$ cat src/ssp_pkg.sv
// ----------------------------------------------------------------------------
// ssp_pkg
// Shared types and constants for the single-source shortest path engine.
// ----------------------------------------------------------------------------
`default_nettype none

package ssp_pkg;

	localparam int MAX_VERTICES_DEF = 32;
	localparam int WEIGHT_BITS_DEF  = 16;

	localparam int VTX_W      = 5;
	localparam int WGT_W      = 16;
	localparam int DIST_W     = 17;
	localparam int CFG_IDX_W  = 2;
	localparam int CFG_DATA_W = 6;

	localparam logic [DIST_W-1:0] UNREACH = DIST_W'(99999);

	localparam logic KIND_EDGE = 1'b0;
	localparam logic KIND_RUN  = 1'b1;

	localparam logic [CFG_IDX_W-1:0] REG_VERTEX_COUNT  = 2'd0;
	localparam logic [CFG_IDX_W-1:0] REG_SOURCE_VERTEX = 2'd1;

	typedef struct packed {
		logic             kind;
		logic [VTX_W-1:0] from_vertex;
		logic [VTX_W-1:0] to_vertex;
		logic [WGT_W-1:0] weight;
	} item_t;

	typedef struct packed {
		logic [VTX_W-1:0]  vertex;
		logic [DIST_W-1:0] distance;
		logic              reachable;
		logic              last;
	} result_t;

	typedef struct packed {
		logic              add_weight;
		logic [DIST_W-1:0] base;
		logic [WGT_W-1:0]  weight;
	} alu_op_t;

endpackage

`default_nettype wire

$ cat src/ssp_alu.sv
// ----------------------------------------------------------------------------
// ssp_alu
// Shared add and compare unit: base plus optional weight, checked against
// a stored distance. Serves both the minimum scan and edge relaxation.
// ----------------------------------------------------------------------------
`default_nettype none

module ssp_alu import ssp_pkg::*; (
	input  alu_op_t           op,
	input  logic [DIST_W-1:0] cur_dist,
	output logic [DIST_W:0]   sum,
	output logic              lt
);

	always_comb begin
		sum = {1'b0, op.base} + (op.add_weight ? (DIST_W+1)'(op.weight) : '0);
		lt  = sum < {1'b0, cur_dist};
	end

endmodule

`default_nettype wire
$ cat config.mk
export PLATFORM = sky130hd
export DESIGN_NAME = ssp_alu
export DESIGN_NICKNAME = d
export VERILOG_FILES = /design/src/ssp_pkg.sv /design/src/ssp_alu.sv
export SDC_FILE = /design/constraint.sdc
export NUM_CORES = 1
export LEC_CHECK = 0
export BUFFER_PORTS_ARGS = -buffer_cell sky130_fd_sc_hd__buf_2
export CAP_MARGIN = 20
export CORE_MARGIN = 2
export CORE_UTILIZATION = 45
export DETAILED_ROUTE_END_ITERATION = 6
export GPL_TIMING_DRIVEN = 0
export PLACE_DENSITY_LB_ADDON = 0.15
export SYNTH_ARGS = -nofsm -noshare
export SYNTH_HDL_FRONTEND = slang
export SYNTH_SLANG_ARGS = --single-unit
$ cat constraint.sdc
create_clock -name vclk -period 4.5
set_clock_uncertainty 0.15 [all_clocks]
set_input_delay 0.225 -clock vclk [all_inputs]
set_output_delay 0.225 -clock vclk [all_outputs]
set_load 0.05 [all_outputs]
### After elaboration in Yosys (flattened, before gate mapping)

Cells that the tools add are included.

| word-level totals | value |
|---|---|
| flip-flop bits (word level) | 0 |
| latch bits | 0 |
| memory bits (writable) | 0 |
| ROM bits | 0 |
| input bits | 51 |
| output and inout bits | 19 |
| logic and storage cells | 3 |
| memories kept | 0 |

| operators by class | value |
|---|---|
| $add $sub $neg | 1 |
| multipliers | 0 |
| div/mod/pow operators | 0 |
| magnitude comparators | 1 |
| equal/unequal tests | 0 |
| shift-type cells | 0 |
| mux-type cells | 1 |
| bitwise logic cells | 0 |
| reduce and logical (&&, ||, !) cells | 0 |

Operator list:

| cell | number |
|---|---|
| $add A17 B16 Y18 | 1 |
| $lt A18 B17 Y1 | 1 |
| $mux W16 | 1 |

### Logic depth before layout (Yosys ltp)

Gate-level depths: netlist of run 1.

| logic depth | value |
|---|---|
| depth in word-level cells | 3 |
| gate-level depth with buffers | 15 |
| mapped depth without buffers | 15 |

### Least setup slack after synthesis of run 1

OpenSTA, ideal clock, no wires.

| timing | value |
|---|---|
| kind | input to output |
| from | in op[33] (netlist bit) |
| to | out lt |
| data arrival time | 4.143 ns |
| data required time | 4.125 ns |
| slack | -0.018 ns |
| cell stages on the path | 14 |
| path buffers | 1 |
| path through | clkbuf_1 -> and2_1 -> ha_1 -> o21ai_0 -> o21ai_1 -> a21boi_1 -> a31oi_1 -> xnor2_1 -> ha_1 -> and3_1 -> a211o_1 -> a221o_1 -> o2111ai_1 -> and3b_1 |

| on the way | value |
|---|---|
| longest elaborated chain between the ends | 3 |

RTL lines:

| item | line | source |
|---|---|---|
| start: declaration | ssp_alu.sv:9 | `input alu_op_t op,` |
| $mux W16 | ssp_alu.sv:16 | `sum = {1'b0, op.base} + (op.add_weight ? (DIST_W+1)'(op.weight) : '0);` |
| $add A17 B16 Y18 | ssp_alu.sv:16 |  |
| via sum[9] | ssp_alu.sv:11 | `output logic [DIST_W:0] sum,` |
| $lt A18 B17 Y1 | ssp_alu.sv:17 | `lt = sum < {1'b0, cur_dist};` |
| end: declaration | ssp_alu.sv:12 | `output logic lt` |

The timed path passes the listed nets, and every way through them passes these cells.

### Worst setup path after layout of run 1

| timing | value |
|---|---|
| from | in op[33] (netlist bit) |
| to | out lt |

| on the way | value |
|---|---|
| longest elaborated chain between the ends | 3 |

RTL lines:

| item | line |
|---|---|
| $mux W16 | ssp_alu.sv:16 |
| $add A17 B16 Y18 | ssp_alu.sv:16 |
| $lt A18 B17 Y1 | ssp_alu.sv:17 |

Every way passes these cells.

==> run metrics, run 1 <==
num ports 70; outcome completed; sequential power share 0; hold_buf cts 0; full die area 0.003347 mm²; count of cell types in the netlist 42; FMAX 238.8 MHz; ant diodes 0; Critical path origin op[33]; RD Place Congestion 0.7664; final-layout clock buffer total 0; hold_ws 0.6974 ns; crit-path max cell delay 0.42 ns; fin cells 273; Required @ worst endpoint 4.12 ns; Pint 119.5 µW; worst slew pin tran 0.3483 ns; vias in the first global route 1249; normalized max-slew margin 0.7618; Cell Area, Synth 0.001305 mm²; WP data arrival 3.81 ns; Final Hold Vio Count 0; Finish-stage setup viols 0; Pre-Repair DR Iteration Count 4; Power Dens Cells 203.5 mW/mm²; largest area contributor in the netlist ha_1; post-cts sizing count 0; Total Routing Usage GR 0.1772; hpwl dp 2761 µm; sequential cell area 0 µm²; Logic pwr share 1.000; Via-to-Cell Ratio 5.264; Routed Antenna Nets 0; Worst Hold Launch op[32]; top-area cell type share of the netlist area 0.3068; postcts setup bufs 0; clock power share 0; Worst Hold Class input pin to primary output; Post-Route WL 3029 µm; RSZ-0062 raised after global routing no; total core area 0.002758 mm²; # DRC 0; Seq/Total Area, Yosys 0; routed via count 1437; initial antenna violation count 0; max cap viols 0; fin nets 328; placed cells 274; Initial DRC Count 38; Post-Synthesis Cells 173; Seq cells 0; max-slew violation count 0; worst path cell trace buf_2, and2_1, ha_1, a2111oi_0, o21ai_1, a21boi_1, a31oi_1, xnor2_2, ha_1, and3_1, a211o_1, a221o_1, o2111ai_1, and3b_1, buf_2; Worst Setup Start Kind input pin; IO Port Bufs 70; first-pass GRT wire length 4912 µm; crit-path max FO 16; chip height 57.85 µm; Min-Delay Endpoint sum[16]; Slowest cell on crit path a2111oi_0; worst vdd ir 0.0001832 V; Area contributors post-synth ha_1, and2_1, inv_1; effective utilization at floorplan 0.4732; critical path class input pin to primary output; switching share of power 0.6543; fin util 0.6157; Lkg Pwr 0.9747 nW; largest net degree at the start of global routing 11; Final min period 4.187 ns; area grow syn2layout 30.11%; Hold Path Depth 3; gr ovfl total 0; syn avg cell area 7.543 µm²; layout cells sized above 1 0.3140; Switch Pwr 226.1 µW; Die Width 57.85 µm; setup tns final 0 ns; Synth warnings 0; fin crit share 0.9304; row count 19; critical path endpoint category primary output; Syn Nets 257; DR WL/cell 11.10 µm
-- kinds of logic (layout without fill, tap and decap cells) --
family	Yosys count	count (layout)	synth area share
multiplexers	2	2	0.01534
adder cells (fa/ha/maj)	33	33	0.3221
XOR/XNOR	12	12	0.08054
AND/OR/NAND/NOR	48	48	0.2090
AO/OA/AOI/OAI	53	53	0.3001
buffers and inverters	25	94	0.07286
-- stage by stage --
stage	power, mW	worst slack [ns]	instance area (µm²)
after global routing	0.3768	0.08651	1698
after CTS	0.3482	0.03449	1702
after detailed placement	0.3465	0.04500	1702
after global placement	0.3435	0.05907	1702
after floorplan	0.2661	0.05227	1313
final	0.3455	0.3131	1698
-- cells in the mapped netlist (2+ instances only) --
library cell  count
a211o_1           2
a211oi_1          2
a21o_1            4
a21oi_1          17
a31o_1            2
a31oi_1           2
and2_1           16
and3_1            3
ha_1             32
inv_1            23
mux2i_1           2
nand2_1           6
nand3_1           2
nand4_1           3
nor2_1            9
nor2b_1           2
o2111ai_1         3
o211ai_1          3
o21a_1            4
o21ai_0           3
o31ai_1           2
xnor2_1           7
xor2_1            5
-- worst max-delay path, delay by kind of cell --
kind	cells	cell delay, ns
buf+inv	2	0.42
xor+xnor	1	0.15
fa+ha+maj	2	0.60
compound gates	7	1.85
simple gates	3	0.54
-- cell usage in the layout, fill, tap and decap left out, types with 2 or more instances in the layout --
master | netlist | final
a31o_1 | 2 | 2
o31ai_1 | 2 | 2
nand3_1 | 2 | 2
buf_2 | 0 | 70
ha_1 | 32 | 32
nor2b_1 | 2 | 2
a21o_1 | 4 | 4
a211oi_1 | 2 | 2
o211ai_1 | 3 | 3
a211o_1 | 2 | 2
nand2_1 | 6 | 6
a31oi_1 | 2 | 2
nand4_1 | 3 | 3
a21oi_1 | 17 | 17
xnor2_1 | 7 | 6
mux2i_1 | 2 | 2
o21a_1 | 4 | 4
and2_1 | 16 | 16
o2111ai_1 | 3 | 3
nor2_1 | 9 | 9
inv_1 | 23 | 23
o21ai_0 | 3 | 3
and3_1 | 3 | 3
xor2_1 | 5 | 5
-- routing by layer --
metal	track usage	share of wire	up-vias
li1	-	-	778
met1	0.2273	0.46	611
met2	0.3442	0.47	48
met3	0.008929	0.070	0
met4	0	0	0
met5	0	0	-
-- power groups by stage --
stage,Sequential (mW),Combinational (mW),Clock [mW]
final,0,0.346,0
after global routing,0,0.377,0
after detailed placement,0,0.346,0
after floorplan,0,0.266,0
after CTS,0,0.348,0
after global placement,0,0.344,0
-- how the worst max path moves through the flow --
stage / slack, ns / end / depth (start not counted)
after global routing: 0.09 / lt / 15
after detailed placement: 0.05 / lt / 16
after CTS: 0.03 / lt / 16
after floorplan: 0.05 / lt / 13
final: 0.31 / lt / 15
after global placement: 0.06 / lt / 16
-- area by class of cell --
type                            count  area (µm²)
Buffer                              1       5.005
Tap cell                           31       38.79
Timing Repair Buffer               70       350.3
Fill cell                         291        1060
Inverter                           23       86.33
Multi-Input combinational cell    148        1217
(Power assumes the default switching activity.)
==> run 2: changes to the inputs <==
--- a/config.mk
+++ b/config.mk
@@ -5,11 +5,11 @@
 export SDC_FILE = /design/constraint.sdc
 export NUM_CORES = 1
 export LEC_CHECK = 0
-export BUFFER_PORTS_ARGS = -buffer_cell sky130_fd_sc_hd__buf_2
 export CAP_MARGIN = 20
 export CORE_MARGIN = 2
 export CORE_UTILIZATION = 45
 export DETAILED_ROUTE_END_ITERATION = 6
+export DONT_BUFFER_PORTS = 1
 export GPL_TIMING_DRIVEN = 0
 export PLACE_DENSITY_LB_ADDON = 0.15
 export SYNTH_ARGS = -nofsm -noshare
==> run 2 against run 1 <==
Effect of this change: worst setup slack worse by 0.18 ns; worst hold slack worse by 0.20 ns; non-clock buffer count is 55 lower; cell area fell by 8.1%; critical endpoint unchanged; via count is 10% lower; critical path depth decreased by 2; sequential cell count is the same; first-iteration DRC count shrank 2.6%.
==> run metrics, run 2 (same netlist as run 1, synthesis figures left out) <==
most used cell along the critical path ha_1; DR WL/cell 14.87 µm; FMAX 229.2 MHz; worst slew pin tran 0.6974 ns; Final Hold Vio Count 0; outcome completed; total core area 0.002758 mm²; Die Width 57.85 µm; fin nets 273; IO Port Bufs 0; critical path endpoint category primary output; ant diodes 0; CP Buf/Inv Count 1; largest net degree at the start of global routing 11; chip height 57.85 µm; area grow syn2layout 19.56%; hpwl dp 2848 µm; Worst Hold Class input pin to primary output; Final min period 4.363 ns; hold_buf cts 0; RD Place Congestion 0.8120; row count 19; Via-to-Cell Ratio 5.936; effective utilization at floorplan 0.4732; Worst Setup Start Kind input pin; post-route cell area 0.001560 mm²; max cap viols 0; vias in the first global route 1306; crit-path max cell delay 0.56 ns; fin crit share 0.9696; fin util 0.5658; Post-Route WL 3242 µm; Slowest cell on crit path xor2_2; crit-path max FO 10; gr ovfl total 0; sequential cell area 0 µm²; worst vdd ir 0.0001671 V; Power Dens Cells 225.5 mW/mm²; Pre-Repair DR Iteration Count 4; # DRC 0; num ports 70; Required @ worst endpoint 4.12 ns; fill count 270; commonest cells after routing, fill and taps aside ha_1, inv_1, and2_1, a21oi_1, nor2_1; normalized max-slew margin 0.5328; Seq cells 0; cell family with most CP delay compound AO/OA/AOI/OAI gates; critical path class input pin to primary output; routed via count 1294; placed inst area 0.001419 mm²; worst path cell trace clkbuf_2, and2_1, ha_1, a2111oi_2, o21ai_1, a21boi_4, xor2_2, ha_1, and3_1, a211o_1, a221o_1, o2111ai_1, and3b_2; Routed Antenna Nets 0; Finish-stage setup viols 0; final-layout clock buffer total 0; initial antenna violation count 0; Lkg Pwr 0.7684 nW; first-pass GRT wire length 5437 µm; commonest non-fill, non-tap cell in the layout ha_1; setup tns final 0 ns; Total Routing Usage GR 0.1969; layout cells sized above 1 0.1390; WP data arrival 3.99 ns; full die area 0.003347 mm²; Initial DRC Count 37; max-slew violation count 0; RSZ-0062 raised after global routing no
-- run 2: final timing paths --
kind / startpoint / to / slack (ns) / cells past startpoint
worst max-delay path: op[33] / lt / 0.14 / 13
worst min-delay path: op[32] / sum[16] / 0.50 / 1
-- run 2: stage by stage --
stage | power, mW | setup WS, ns | hold WS (ns) | std cells
after floorplan | 0.2661 | 0.05227 | 0.5855 | 173
after global placement | 0.2941 | -0.3954 | 0.5973 | 204
after detailed placement | 0.3245 | -0.4954 | 0.5969 | 216
after CTS | 0.3369 | 0.02351 | 0.5969 | 216
after global routing | 0.3812 | 0.006364 | 0.5044 | 218
final | 0.3519 | 0.1368 | 0.4952 | 218
-- run 2: final cells by class --
type | instances | area (µm²) | area share
multi-input cells | 148 | 1346 | 0.8629
inverters | 23 | 86.33 | 0.05533
plain buffers | 2 | 10.01 | 0.006415
repair buffers | 14 | 78.83 | 0.05052
well taps | 31 | 38.79 | 0.02486
-- run 2: where the power goes --
part	switching, mW	internal [mW]
clock network	0	0
logic	0.234	0.117
registers	0	0
total	0.234	0.117
-- run 2: layer usage --
layer | routed length (µm) | track usage | vias up
li1 | - | - | 660
met1 | 1285 | 0.2313 | 581
met2 | 1700 | 0.3864 | 49
met5 | 0 | 0 | -
met4 | 60 | 0.02990 | 0
met3 | 195 | 0.02009 | 4
-- run 2: what timing repair did --
item,in CTS,in global routing
buffers inserted,0,0
pin swaps,0,4
setup endpoints to repair,1,1
resized for setup,9,10
