===== config.mk =====
export PLATFORM = sky130hd
export DESIGN_NAME = ssp_ram
export DESIGN_NICKNAME = d
export VERILOG_FILES = /design/src/ssp_ram.sv
export SDC_FILE = /design/constraint.sdc
export NUM_CORES = 1
export LEC_CHECK = 0
export BUFFER_PORTS_ARGS = -buffer_cell sky130_fd_sc_hd__clkbuf_2
export CELL_PAD_IN_SITES_DETAIL_PLACEMENT = 1
export CELL_PAD_IN_SITES_GLOBAL_PLACEMENT = 2
export CORE_ASPECT_RATIO = 0.6
export CORE_MARGIN = 5
export CORE_UTILIZATION = 40
export DETAILED_ROUTE_END_ITERATION = 6
export GPL_TIMING_DRIVEN = 0
export HOLD_SLACK_MARGIN = 0.12
export PLACE_DENSITY_LB_ADDON = 0.2
export SLEW_MARGIN = 20
export SYNTH_ARGS = -nofsm -noshare
export SYNTH_HDL_FRONTEND = slang
export SYNTH_SLANG_ARGS = --single-unit

===== constraint.sdc =====
create_clock -name clk -period 2.85 [get_ports clk]
set_clock_uncertainty 0.05 [all_clocks]
set_input_delay 0.285 -clock clk [delete_from_list [all_inputs] [get_ports clk]]
set_output_delay 0.285 -clock clk [all_outputs]
set_load 0.005 [all_outputs]

===== src/ssp_ram.sv =====
// ----------------------------------------------------------------------------
// ssp_ram
// Generic single-write, single-read RAM with registered read data.
// ----------------------------------------------------------------------------
`default_nettype none

module ssp_ram #(
	parameter int WIDTH = 16,
	parameter int DEPTH = 32
) (
	input  logic                     clk,
	input  logic                     we,
	input  logic [$clog2(DEPTH)-1:0] waddr,
	input  logic [WIDTH-1:0]         wdata,
	input  logic [$clog2(DEPTH)-1:0] raddr,
	output logic [WIDTH-1:0]         rdata
);

	logic [WIDTH-1:0] mem [DEPTH];

	always_ff @(posedge clk) begin
		if (we) begin
			mem[waddr] <= wdata;
		end
		rdata <= mem[raddr];
	end

endmodule

`default_nettype wire


Word-level counts from Yosys, hierarchy flattened
Memory sizes are Yosys's and may differ from the RTL's. A register that Yosys moved wholly into a read port is not among the register bits.
Index checks and enable logic that the tools add are counted.
{ "totals": {"regBits": 0, "ramBits": 512, "n_memories": 1} }
{ "memory_table": {"columns": ["memory", "words", "width", "read_ports", "rd_ports_with_merged_regs", "wr", "line", "text"], "rows": [
  ["mem", 32, 16, 1, 1, 1, "19", "logic [WIDTH-1:0] mem [DEPTH];"]
]} }
{ "op_classes": {"mux": 2} }
{ "op_table": {"columns": ["operator", "n"], "rows": [
  ["2-to-1 mux 1 bit", 2]
]} }

Depth between registers and ports, before layout
Gate-level depths: netlist of the first run.
{ "depth": {"ltp_word": 2, "depth_mapped": 8, "depth_no_buf": 5} }

Worst setup path after synthesis of the first run
No wires, ideal clock.
{ "synth_path": {"kind": "input port to flip-flop", "start": "input port waddr[1]", "end": "memory mem[12][0] (enable)", "path_slack_ps": 775, "path_buffers": 1, "arrival_time_ps": 1637, "cell_stages": 3, "setup_time_ps": 388, "path_cell_list": "or3b_2 -> clkbuf_1 -> nor2_1"} }
{ "synth_lines": {"columns": ["element", "line", "text"], "rows": [
  ["start, declared", "13", "input logic [$clog2(DEPTH)-1:0] waddr,"],
  ["end, declared", "19", null]
]} }
No word-level cell before the write port.

Worst setup path in the final report of the first run
{ "layout_path": {"start": "input port waddr[1]", "end": "memory mem[28][3] (enable)"} }
No word-level cell before the write port.

==> results.toml, run 1 <==
[timing]
drv_slew = 0
fmax_ghz = 0.526
setup_tns_ps = 0
period_share_pct = 66.6
slew_headroom_pct = 34.0
setup_viol = 0
rsz0062_at_grt = "false"
worstMarginPinSlew_ps = 989
post-route-min-period_ps = 1900
finalHoldViolCount = 0

[worst_setup_path]
crit_fanout = 9
cp.required_ps = 3070
critPathMaxStageDelay_ps = 640
end_kind = "flip-flop"
critPathSlowestCell = "nor2_2"
cp_cell_sequence = "clkbuf_2, or3b_2, clkbuf_1, nor2_2, buf_6"
worstPathArrival_ps = 2120
path_class = "primary input to flip-flop"
worstSetupStartpointType = "primary input"
cp_top_family = "simple AND/OR/NAND/NOR gates"
cp_num_buf_inv = 3

[die]
rows = 64
coreArea_mm2 = 0.0508
ios = 44
initial_core_util_pct = 40.4
die_w_um = 303
die_area_mm2 = 0.0561
die_h_um = 186

[cts]
root_buffer = "clkbuf_16"
clk_pin_slew_ps = 60
clock_path_buffers = 3
ctsHoldBuffers = 0
cts_setup_buffers = 0
cts_tree = "built"
worstSkewPairLatency_ps = 570
numCtsBuffers = 50
clock_sinks = 528
cts_resized = 0
htreeDepth = 2

[finish]
fillCellCount = 4805
nNetsFinal = 1293
final_area_mm2 = 0.0238
final_util_pct = 46.8
drive_gt1_share_pct = 17.9
areaGrowthSynthToFinish_pct = 15.8

[outcome]
status = "finished, final reports clean"

[place]
placed_area_mm2 = 0.0221
gp_congestion = 0.752
dp_hpwl_um = 37700
port_buffers = 40

[power_and_ir_drop]
seq_power_share_pct = 52.4
combPwrFrac_pct = 5.9
finalPower_w = 0.0165
swShare_pct = 21.3
power_density_mw_per_mm2 = 695
ir_drop_uv = 939
power_switching_w = 0.00351
power.leakage_nw = 8.30
p_int_w = 0.0130
pwr-share-clk_pct = 41.7

[synthesis]
synthCells = 1143
synth_edf_count = 512
synth_top_cell_area_share_pct = 74.9
synth_area_leaders = "edfxtp_1 75%, mux2i_1 12%, a22oi_1 2.3%"
synth_cell_type_count = 26
synth-main-ff-cell = "edfxtp_1"
ys.warnings.count = 0
synth_top_area_cell = "edfxtp_1"
syn_nets = 1171
yosysMostFrequentCell = "edfxtp_1"
ys_ff_latch = 528
ys_seq_area_share_pct = 76.4
syn_area_mm2 = 0.0205
synth.avg_cell_area_um2 = 18.0
ys_top_cells_by_count = "512 x edfxtp_1, 256 x mux2i_1, 64 x a22oi_1"
synthArstFlopShare_pct = 0

[routing]
dr.pass1.iters = 5
drt_iter0_drc = 834
postRouteAntennaNets = 0
viasPerCell = 5.43
drc = 0
wire_per_inst_um = 28.1
wl_um = 56200
vias = 10900

[grt]
grt_use_total_pct = 20.0
grt_pass1_wl_um = 80000
antenna_found_initial = 0
gr-total-overflow = 0
grt_pass1_vias = 11300
grt_max_degree = 33

[flow_run]
max_cap_violations = 0

[hold_path]
hold_path_class = "primary input to flip-flop"
## per-layer routing
layer	global-route usage, %	up-vias	routed length (um)
met1	30.5	5774	27900
met3	4.85	59	3360
met4	3.02	0	752
li1	-	4812	-
met5	0	-	0
met2	29.9	224	24200
## worst paths after layout
kind              startpoint          to  slack (ps)  cells after the start
hold / removal      raddr[3]    rdata[0]         190                      3
setup reg to reg   mem[3][8]    rdata[8]        1070                      5
setup / recovery    waddr[1]  mem[28][3]         950                      5
hold reg to reg   mem[10][8]    rdata[8]         560                      4
## logic make-up (layout without fill, tap and decap cells)
family	Yosys count	in the layout	share of synthesized area (%)
flops	528	528	76.4
compound gates	144	144	4.97
other cells	0	2	0
mux	256	256	12.5
simple gates	148	148	3.49
buf+inv	67	229	2.63
## worst reg2reg max path: stages, from the launching register on
cell and delay [ps]:
edfxtp_1 360, mux2i_1 200, a22o_1 390, nor3_1 160, a31oi_1 370, nand3_1 130
## cell type report
type | count | area, um^2 | share of cell area (%)
diodes | 2 | 5.00 | 0.0210
plain buffers | 67 | 541 | 2.27
clock buffers | 68 | 1400 | 5.90
multi-input cells | 548 | 4390 | 18.5
flip-flops and latches | 528 | 15700 | 66.0
clock inverters | 24 | 292 | 1.23
well taps | 693 | 867 | 3.65
repair buffers | 70 | 594 | 2.50
## cell usage in the layout, fill, tap and decap left out, types with 25 or more instances in the layout
master	n
edfxtp_1	512
clkbuf_1	25
nor2_2	30
a22o_1	32
nand2_1	33
mux2i_1	256
a21oi_1	32
nand3_1	34
clkbuf_16	53
a22oi_1	64
clkbuf_2	40
## metrics by stage
| step | hold WS [ps] | cells | setup slack [ps] |
|---|---|---|---|
| 2_1_floorplan | 334 | 1143 | 775 |
| 3_5_place_dp | 557 | 1906 | 359 |
| 3_3_place_gp | 540 | 1876 | -272 |
| 5_1_grt | 141 | 1998 | 888 |
| 4_1_cts | 159 | 1998 | 956 |
| 6_report | 187 | 2000 | 951 |
## registers in the layout, indices dropped and copies added, names as in the netlist
signal,flops
mem,512
rdata,16
## power groups by stage
stage / registers (W) / clock network [W] / logic (W)
floorplan: 0.00883 / 0 / 0.000485
global placement: 0.00883 / 0 / 0.000946
detailed placement: 0.00883 / 0 / 0.000982
CTS: 0.00866 / 0.00707 / 0.000986
global route: 0.00867 / 0.00741 / 0.00103
finish: 0.00866 / 0.00690 / 0.000973
No activity file was read; power rests on OpenSTA's default activity.
==> run 2: changes to the inputs <==
Clock period 2.85 ns to 1.8 ns, I/O delays scaled along.
==> run 2 against run 1 <==
  * First-iteration DRC count up 16%
  * Combinational power grew 61%
  * The flow now finishes with violations (setup timing)
  * Largest power group unchanged
  * Largest cell class unchanged
  * Global-route usage up 0.33 points
  * Sequential share of layout area grew 0.43 points
  * Count of clock-buffer cells in the layout is 1 higher
==> results.toml, run 2 (same netlist as run 1, synthesis figures left out) <==
[routing]
wire_per_inst_um = 28.5
routed-wl-met2_um = 23600
drc = 0
dr.pass1.iters = 7
wl_met1_um = 28300
viasPerCell = 5.48
wl_um = 56800
vias = 10900
postRouteAntennaNets = 0
met3_length_um = 4090
top_layer = "met4"
drt_iter0_drc = 965

[finish]
drive_gt1_share_pct = 17.9
areaGrowthSynthToFinish_pct = 15.1
largest-register = "mem"
final_cell_mix = "512 x edfxtp_1, 256 x mux2i_1, 64 x a22oi_1"
regArea_mm2 = 0.0157
nNetsFinal = 1288
n_antenna_cell = 0
multi_input_area_mm2 = 0.00446
largest_reg_flops = 512
top_regs = "mem x512, rdata x16"
fillCellCount = 4816
final_common_cell = "edfxtp_1"

[cts]
htreeDepth = 2
numCtsBuffers = 50
clock_sinks = 528
worstSkewPairLatency_ps = 580
clock_path_buffers = 3
clk_pin_slew_ps = 60
cts_tree = "built"
cts_setup_buffers = 0
root_buffer = "clkbuf_16"

[power_and_ir_drop]
finalPower_w = 0.0255
p_int_w = 0.0198
pwr-share-clk_pct = 40.0
ir_drop_uv = 762
seq_power_share_pct = 53.8
power_density_mw_per_mm2 = 1080
combPwrFrac_pct = 6.1
swShare_pct = 22.4
power.leakage_nw = 8.21
power_switching_w = 0.00570

[grt]
grt_pass1_vias = 11200
grt_pass1_wl_um = 81500
antenna_found_initial = 0
grt_use_total_pct = 20.3
grt_max_degree = 33
gr-total-overflow = 0

[place]
gp_congestion = 0.784
pre_cts_ws_ps = -679
dp_hpwl_um = 37800
port_buffers = 40

[worst_setup_path]
critPathMaxStageDelay_ps = 810
cp.required_ps = 2020
worstPathArrival_ps = 2090
worstSetupStartpointType = "primary input"
critPathSlowestCell = "nor2_2"
path_class = "primary input to flip-flop"
crit_fanout = 10
cp_cell_sequence = "clkbuf_2, nand3b_1, nor2_2, buf_8"
end_kind = "flip-flop"

[flow_run]
max_cap_violations = 0

[timing]
slew_headroom_pct = 20.7
setup_ws_ps = -68.6
finalHoldViolCount = 0
rsz0062_at_grt = "true"
fmax_ghz = 0.535
setup_viol = 18
post-route-min-period_ps = 1870
worstMarginPinSlew_ps = 1190
period_share_pct = 104
setup_tns_ps = -749
drv_slew = 0

[die]
die_w_um = 303
die_h_um = 186
ios = 44
rows = 64
die_area_mm2 = 0.0561
coreArea_mm2 = 0.0508
initial_core_util_pct = 40.4

[outcome]
failed_checks = "setup timing"
status = "finished, violations left"

[hold_path]
hold_path_class = "primary input to flip-flop"
run 2: changes by cell type in the layout (fill, tap and decap cells not counted), moves of 5 or more:
cell,delta
clkinv_2,+5
bufinv_16,-5
nor2_2,-11
nor2_4,+11
buf_8,-5
a22o_1,-5
a22o_2,+5
run 2: path summary, 6_finish.rpt:
kind	start	to	slack, ps	cells past startpoint
worst max register to register	mem[3][8]	rdata[8]	120	5
worst min register to register	mem[10][10]	rdata[10]	580	4
worst max-delay path	waddr[0]	mem[14][2]	-70	4
worst min-delay path	raddr[3]	rdata[15]	190	3
run 2: through the flow:
step                      std cells  instance area, um^2  utilization, %  hold WS, ps
after global routing           1994                23600            46.5          141
after detailed placement       1900                22000            43.2          505
final                          1994                23600            46.5          193
after floorplan                1143                20500               -          229
after CTS                      1994                23600            46.4          129
after global placement         1876                21600            42.5          504
run 2: worst max-delay path: cells and delay by family:
family,cells,cell delay [ps]
AND/OR/NAND/NOR,2,1550
buffers and inverters,2,340
run 2: power by group through the flow:
| stage | registers (W) | clock network, W | logic, W |
|---|---|---|---|
| 2_1_floorplan | 0.0140 | 0 | 0.000769 |
| 3_3_place_gp | 0.0140 | 0 | 0.00151 |
| 3_5_place_dp | 0.0140 | 0 | 0.00156 |
| 4_1_cts | 0.0137 | 0.0104 | 0.00157 |
| 5_1_grt | 0.0137 | 0.0110 | 0.00167 |
| 6_report | 0.0137 | 0.0102 | 0.00157 |
run 2: routing by layer:
layer	up-vias	GRT usage (%)
li1	4797	-
met1	5797	32.0
met2	282	28.8
met3	58	5.35
met4	0	3.31
met5	-	0
run 2: cell type report:
| cell class | instances | area share (%) |
|---|---|---|
| clock buffer | 69 | 5.81 |
| buffer | 66 | 2.28 |
| timing repair buffer | 66 | 2.23 |
| multi-input combinational | 548 | 18.9 |
| clock inverter | 24 | 0.731 |
| sequential | 528 | 66.4 |
| tap | 693 | 3.67 |
run 2: what timing repair did:
item                                    4_1_cts  5_1_grt
hold endpoints to repair                      1        1
endpoints found under the setup margin       41      109
gates resized for setup                       5       15
hold buffers                                  1        1
pin swaps                                     0        1
==> run 3: changes to the inputs <==
Settings changed: SETUP_SLACK_MARGIN set to 0.3.
==> run 3 against run 2 <==
  * Routed wire length fell by 2.7%
  * Highest routed layer unchanged
  * Die area did not move
  * Sequential share of layout area fell by 1.4 points
  * Fmax rose by 24%
  * Hold slack improved by 13 ps
  * Final cell count rose by 0.30%
  * Critical path depth rose by 4
  * The flow now finishes without violations
  * Register-to-register slack improved by 170 ps
  * Utilization rose by 1.0 points
  * Largest cell class unchanged
  * Sequential cell count did not move
  * First-iteration DRC count fell by 6.8%
  * Design area rose by 2.2%
==> results.toml, run 3 (same netlist as run 1, synthesis figures left out) <==
[worst_setup_path]
cp_num_buf_inv = 4
rrSetupSlack_ps = 290
worstSetupStartpointType = "primary input"
end_kind = "flip-flop"
cp_num_cells = 8
worstPathArrival_ps = 1960
rr_endpoint = "rdata[8]"
cp.required_ps = 2250
crit_fanout = 10
path_class = "primary input to flip-flop"
r2r_start = "mem[26][8]"
critPathMaxStageDelay_ps = 540
critPathSlowestCell = "nand4_1"
cp_cell_sequence = "clkbuf_2, nor2_4, buf_12, buf_4, buf_2, a22oi_1, nand4_1, nand3_1"
crit_start = "raddr[2]"
crit_end = "rdata[8]"
cp_top_family = "simple AND/OR/NAND/NOR gates"
reg2reg_depth = 4

[timing]
post-route-min-period_ps = 1510
worstMarginPinSlew_ps = 949
finalHoldViolCount = 0
rsz0062_at_grt = "true"
period_share_pct = 83.8
setup_viol = 0
fmax_ghz = 0.663
drv_slew = 0
timing.hold.ws_ps = 206
slew_headroom_pct = 36.7

[finish]
top_regs = "mem x512, rdata x16"
largest_reg_flops = 512
fillCellCount = 4746
drive_gt1_share_pct = 21.1
largest-register = "mem"
nNetsFinal = 1296
final_cell_mix = "512 x edfxtp_1, 255 x mux2i_1, 60 x a22oi_1"
final_common_cell = "edfxtp_1"
final_cells = 2000
areaGrowthSynthToFinish_pct = 17.6

[cts]
cts_tree = "built"
htreeDepth = 2
clock_path_buffers = 3
worstSkewPairLatency_ps = 580
numCtsBuffers = 50
clk_pin_slew_ps = 60
clock_sinks = 528
root_buffer = "clkbuf_16"

[die]
initial_core_util_pct = 40.4
rows = 64
die_area_mm2 = 0.0561
coreArea_mm2 = 0.0508
ios = 44
die_w_um = 303
die_h_um = 186

[flow_run]
max_cap_violations = 0

[routing]
wl_um = 55300
viasPerCell = 5.40
wire_per_inst_um = 27.6
postRouteAntennaNets = 0
drc = 0
dr.pass1.iters = 5
vias = 10800
drt_iter0_drc = 899

[grt]
grt_pass1_wl_um = 79000
gr-total-overflow = 0
grt_use_total_pct = 19.7
grt_max_degree = 33
antenna_found_initial = 2
grt_pass1_vias = 11100

[place]
port_buffers = 40
gp_congestion = 0.780
dp_hpwl_um = 36500
dp_cells = 1890

[power_and_ir_drop]
ir_drop_uv = 628
power.leakage_nw = 8.38
power_density_mw_per_mm2 = 1070

[hold_path]
hold_path_class = "primary input to flip-flop"

[outcome]
status = "finished, final reports clean"
-- run 3: cell count changes in the layout (fill, tap and decap cells not counted), sizes merged --
cell and change:
diode +1, clkinv -5, clkbuf +2, bufinv +1, buf +8, inv -1
-- run 3: layout make-up --
cell class	instances	area (um^2)	area share [%]
antenna	1	2.50	0.0104
buffer	67	569	2.36
clock buffer	71	1450	6.02
clock inverter	19	168	0.694
multi-input combinational	548	4730	19.6
sequential	528	15700	65.0
tap	693	867	3.59
timing repair buffer	73	662	2.74
-- run 3: worst min-delay path by stage --
stage / slack (ps) / start / cells after the start / to
3_3_place_gp: 500 / rdata[3] / 1 / rdata[3]
3_5_place_dp: 510 / rdata[6] / 1 / rdata[6]
6_report: 210 / raddr[3] / 3 / rdata[1]
5_1_grt: 170 / raddr[3] / 3 / rdata[1]
4_1_cts: 150 / raddr[3] / 3 / rdata[1]
2_1_floorplan: 230 / wdata[0] / 0 / mem[0][0]
-- run 3: timing repair --
item / in CTS / in global routing
endpoints found under the hold margin: 2 / 0
pin swaps: 17 / 20
gates resized for setup: 45 / 21
hold buffers: 2 / 0
cloned: 0 / 0
endpoints found under the setup margin: 231 / 12
buffers inserted: 16 / 1
-- run 3: power by group --
| part | switching, W | leakage (nW) | internal [W] |
|---|---|---|---|
| sequential | 0.0000433 | 4.75 | 0.0137 |
| clock | 0.00449 | 0.802 | 0.00603 |
| combinational | 0.00109 | 2.83 | 0.000541 |
-- run 3: layer usage --
metal  GRT usage, %  vias up  wire [um]
met5              0        -          0
met4           2.98        0        682
met3           4.51       54       3640
met2           29.4      255      23800
met1           30.3     5673      27200
li1               -     4818          -
-- run 3: worst min-delay path, delay by kind of cell --
| kind | cells | cell delay (ps) |
|---|---|---|
| simple gates | 2 | 440 |
| buf+inv | 1 | 130 |
-- run 3: per-stage QoR --
stage | power [W] | worst slack (ps) | utilization (%) | setup TNS, ps | area, um^2
2_1_floorplan | 0.0148 | 103 | - | 0 | 20600
3_3_place_gp | 0.0155 | -1120 | 42.7 | -301750 | 21700
3_5_place_dp | 0.0155 | -688 | 43.1 | -160390 | 21900
4_1_cts | 0.0261 | 302 | 47.2 | 0 | 24000
5_1_grt | 0.0268 | 258 | 47.5 | 0 | 24100
6_report | 0.0259 | 291 | 47.5 | 0 | 24100
